[config.mk]
export PLATFORM = sky130hd
export DESIGN_NAME = cnv5_ctrl
export DESIGN_NICKNAME = d
export VERILOG_FILES = /design/src/sv/cnv5_pkg.sv /design/src/sv/cnv5_ctrl.sv
export SDC_FILE = /design/constraint.sdc
export NUM_CORES = 1
export LEC_CHECK = 0
export ABC_AREA = 1
export BUFFER_PORTS_ARGS = -buffer_cell sky130_fd_sc_hd__buf_2
export CORE_AREA = 5 5 42 44
export CTS_BUF_LIST = sky130_fd_sc_hd__clkbuf_4 sky130_fd_sc_hd__clkbuf_8
export DETAILED_ROUTE_END_ITERATION = 7
export DIE_AREA = 0 0 47 49
export GPL_TIMING_DRIVEN = 0
export SLEW_MARGIN = 5
export SYNTH_ARGS = -nofsm -noshare
export SYNTH_HDL_FRONTEND = slang
export SYNTH_SLANG_ARGS = --single-unit
[constraint.sdc]
create_clock -name clk_i -period 1.3 [get_ports clk_i]
set_input_delay 0.26 -clock clk_i [delete_from_list [all_inputs] [get_ports clk_i]]
set_output_delay 0.26 -clock clk_i [all_outputs]
set_load 0.03 [all_outputs]
[src/sv/cnv5_pkg.sv]
// Types and constants shared by the normalized 5x5 convolution filter.
`default_nettype none
package cnv5_pkg;

  typedef struct packed {
    logic [7:0] pixel_value;
    logic       frame_start;
  } pix_req_t;

  typedef struct packed {
    logic [7:0]  filtered_pixel;
    logic [10:0] center_row;
    logic [10:0] center_col;
  } flt_res_t;

  typedef struct packed {
    logic accept;
    logic load;
    logic mac_step;
    logic div_start;
    logic div_step;
    logic out_load;
  } dp_cmd_t;

  typedef struct packed {
    logic emit;
    logic mac_done;
    logic div_done;
    logic out_free;
  } dp_sts_t;

  localparam logic [2:0] REG_WROW0 = 3'd0;
  localparam logic [2:0] REG_WROW1 = 3'd1;
  localparam logic [2:0] REG_WROW2 = 3'd2;
  localparam logic [2:0] REG_WROW3 = 3'd3;
  localparam logic [2:0] REG_WROW4 = 3'd4;
  localparam logic [2:0] REG_WIDTH = 3'd5;

  localparam logic [39:0] RST_WROW      = 40'h0;
  localparam logic [39:0] RST_WROW2     = 40'h10000;
  localparam logic [11:0] RST_IMG_WIDTH = 12'd640;

endpackage
`default_nettype wire

[src/sv/cnv5_ctrl.sv]
// Controller state machine that sequences load, multiply-accumulate, divide and output.
`default_nettype none
module cnv5_ctrl (
  input  wire logic              clk_i,
  input  wire logic              rst_ni,
  input  wire logic              in_valid_i,
  output logic                   in_stall_o,
  input  wire cnv5_pkg::dp_sts_t sts_i,
  output cnv5_pkg::dp_cmd_t      cmd_o
);
  import cnv5_pkg::*;

  typedef enum logic [4:0] {
    S_IDLE = 5'b00001,
    S_LOAD = 5'b00010,
    S_MAC  = 5'b00100,
    S_DIV  = 5'b01000,
    S_PUSH = 5'b10000
  } state_e;

  state_e state_q, state_d;

  always_comb begin
    state_d = state_q;
    cmd_o   = '0;
    case (state_q)
      S_IDLE: begin
        cmd_o.accept = in_valid_i;
        if (in_valid_i) begin
          state_d = S_LOAD;
        end
      end
      S_LOAD: begin
        cmd_o.load = 1'b1;
        state_d    = sts_i.emit ? S_MAC : S_IDLE;
      end
      S_MAC: begin
        if (sts_i.mac_done) begin
          cmd_o.div_start = 1'b1;
          state_d         = S_DIV;
        end else begin
          cmd_o.mac_step = 1'b1;
        end
      end
      S_DIV: begin
        if (sts_i.div_done) begin
          state_d = S_PUSH;
        end else begin
          cmd_o.div_step = 1'b1;
        end
      end
      S_PUSH: begin
        if (sts_i.out_free) begin
          cmd_o.out_load = 1'b1;
          state_d        = S_IDLE;
        end
      end
      default: begin
        state_d = S_IDLE;
      end
    endcase
  end

  always_ff @(posedge clk_i or negedge rst_ni) begin
    if (!rst_ni) begin
      state_q <= S_IDLE;
    end else begin
      state_q <= state_d;
    end
  end

  assign in_stall_o = (state_q != S_IDLE);
endmodule
`default_nettype wire

==> results.yml <==
synthesis:
  ys_types: 15
  synth.largest_area_cell: "dfrtp_1"
  synth_cells: 55
  synth-seq-area-share_pct: 33.7
  yosysTopAreaCellShare_pct: 26.7
  syn_area_um2: 375
  synth_area_leaders: "dfrtp_1 27%, nand2_1 13%, nor2_2 10%, inv_1 8.0%, dfstp_2 7.0%"
  ys_ff_latch: 5
  synth_area_per_cell_um2: 6.82
  ys_warn_count: 0
  synth_fp_nets: 62
drt:
  via_per_inst: 4.26
  avgRoutedWirePerCell_um: 10.3
  vias: 422
  drtIter0Drc: 1
  postRouteAntennaNets: 0
  drtPass1Iterations: 2
  drc: 0
  totalWireLength_um: 1020
min_path:
  holdPathStages: 3
  min_path_type: "in -> reg"
place:
  dp_hpwl_um: 730
  routabilityCongestion: 0.724
  placed_area_um2: 484
  place.port_buffers: 13
status:
  failed_checks: "negative setup slack"
  status: "complete, but fails checks"
layout:
  utilization_pct: 47.6
  syn_to_final_growth_pct: 77.7
  seq_area_um2: 128
  multi_input_area_um2: 250
  largest_reg_flops: 5
  largestRegisters: "state_q: 5 flops"
  top_register: "state_q"
  layout-drive-gt1-share_pct: 66.3
  finalInstanceArea_um2: 667
  nets: 91
  n_antenna_cell: 0
  n_fill_cell: 152
floorplan:
  coreArea_um2: 1400
  fp-row-count: 14
  die_y_um: 49
  die_w_um: 47
  initial_utilization_pct: 26.8
  num_io_pins: 14
  die-area_um2: 2300
timing:
  post-route-period-util_pct: 117
  fmax_ghz: 0.656
  rsz0062_at_grt: "true"
  relSlewSlack_pct: 85.8
  setup_violations: 9
  report.final.slew_viol_count: 0
  hold_viol_final: 0
  worst_pin_slew_ns: 0.211
  fin_crit_ns: 1.52
  worst_slack_ns: -0.225
  skew_ns: 0.00129
worst_setup_path:
  ff2ff_path_depth: 9
  slowest_delay_ns: 0.57
  worstPathCellList: "inv_2 -> nor2_4 -> nand2_4 -> nor2_4 -> buf_6"
  arrival_ns: 1.26
  end_kind: "primary output"
  crit_path_top_delay_cell: "dfstp_2"
  crit_family: "flip-flops"
  critPathLaunchType: "flop"
  crit_path_max_fanout: 3
  worst-path-stages: 5
  critical_path_required_ns: 1.04
  cp_common_cell: "nor2_4"
  crit_buf_inv: 2
  crit_type: "reg -> out"
power_and_ir_drop:
  leakagePower_uw: 0.000373
  irDropWorstVdd_mv: 1.19
  power.density_nw_per_um2: 1880
clock_tree:
  htreeDepth: 1
  worstSkewPairLatency_ns: 0.24
  cts.sinks: 5
  cts_root_buf: "clkbuf_4"
  clkTransAtPathRegs_ns: 0.04
  cts_tree: "yes"
  clock_path_buffers: 2
  cts_buffers: 3
run:
  maxCapViolations: 0
global_routing:
  grt_max_degree: 6
  grt_pass1_wl_um: 1590
  gr-total-overflow: 0
  grt_antenna_before_repair: 0
  grt_use_total_pct: 9.39
  grt_pass1_vias: 419
-- synthesized netlist by cell type --
cell type	n
nand4_2	2
inv_2	6
nand4_1	1
dfstp_2	1
dfrtp_1	4
nand2_1	13
o21ai_0	2
inv_1	8
nor2_1	5
nor2_2	6
nor2_4	1
o21ai_1	2
nor4_1	1
nand2_2	2
nand3_2	1
-- metrics by stage --
step	total power (uW)	std cells	worst slack, ns	hold WS, ns	setup TNS, ns
global placement	769	84	-0.101	0.0850	-0.155
floorplan	665	55	-0.117	-0.0356	-0.183
detailed placement	774	84	-0.101	0.0888	-0.179
global route	1350	99	-0.293	0.327	-2.16
CTS	1150	95	-0.230	0.314	-1.53
finish	1250	99	-0.225	0.310	-1.52
-- report_power, final --
| group | switching [uW] | internal (uW) | total (uW) |
|---|---|---|---|
| Combinational | 442 | 359 | 801 |
| Sequential | 49.2 | 206 | 255 |
| Clock | 59.9 | 137 | 196 |
-- worst min-delay path, delay by kind of cell --
kind	cells	cell delay, ns
buf+inv	2	0.14
compound gates	1	0.09
-- kinds of logic after synthesis --
group | synth area share (%)
and+or+nand+nor | 47.0
AOI/OAI and AO/OA | 5.33
DFF | 33.7
buffers and inverters | 14.0
-- area by class of cell --
cell class,instances,area share (%)
Multi-Input combinational cell,36,37.5
Timing Repair Buffer,24,28.0
Sequential cell,5,19.1
Inverter,14,7.88
Clock buffer,4,4.50
Tap cell,16,3.00
-- per-layer routing --
layer | global-route usage, % | wire, um
met1 | 11.3 | 423
met2 | 14.9 | 529
met3 | 1.48 | 63
met4 | 5.53 | 0
met5 | 0 | 0
-- layout by cell type, fill, tap and decap left out, drive strengths merged --
cell	Yosys	final
buf	0	22
clkbuf	0	5
dfrtp	4	4
dfstp	1	1
dlygate4sd3	0	1
inv	14	14
nand2	15	15
nand3	1	1
nand4	3	3
nor2	12	12
nor4	1	1
o21ai	4	4
-- repair_timing --
item,CTS,global route
endpoints found under the setup margin,7,9
pin swaps,6,4
endpoints found under the hold margin,4,0
hold buffers,1,0
buffers inserted,6,4
resized for setup,12,5
-- worst paths after layout --
path	from	to	slack (ns)
worst max register to register	state_q[0]$_DFFE_PN1P_	state_q[4]$_DFFE_PN0P_	-0.07
worst min-delay path	sts_i[3]	state_q[2]$_DFFE_PN0P_	0.31
worst max-delay path	state_q[0]$_DFFE_PN1P_	cmd_o[5]	-0.22
worst min register to register	state_q[3]$_DFFE_PN0P_	state_q[3]$_DFFE_PN0P_	0.65
max in group asynchronous	rst_ni	state_q[0]$_DFFE_PN1P_	0.71
min in group asynchronous	rst_ni	state_q[4]$_DFFE_PN0P_	0.37
(Power assumes the default switching activity.)
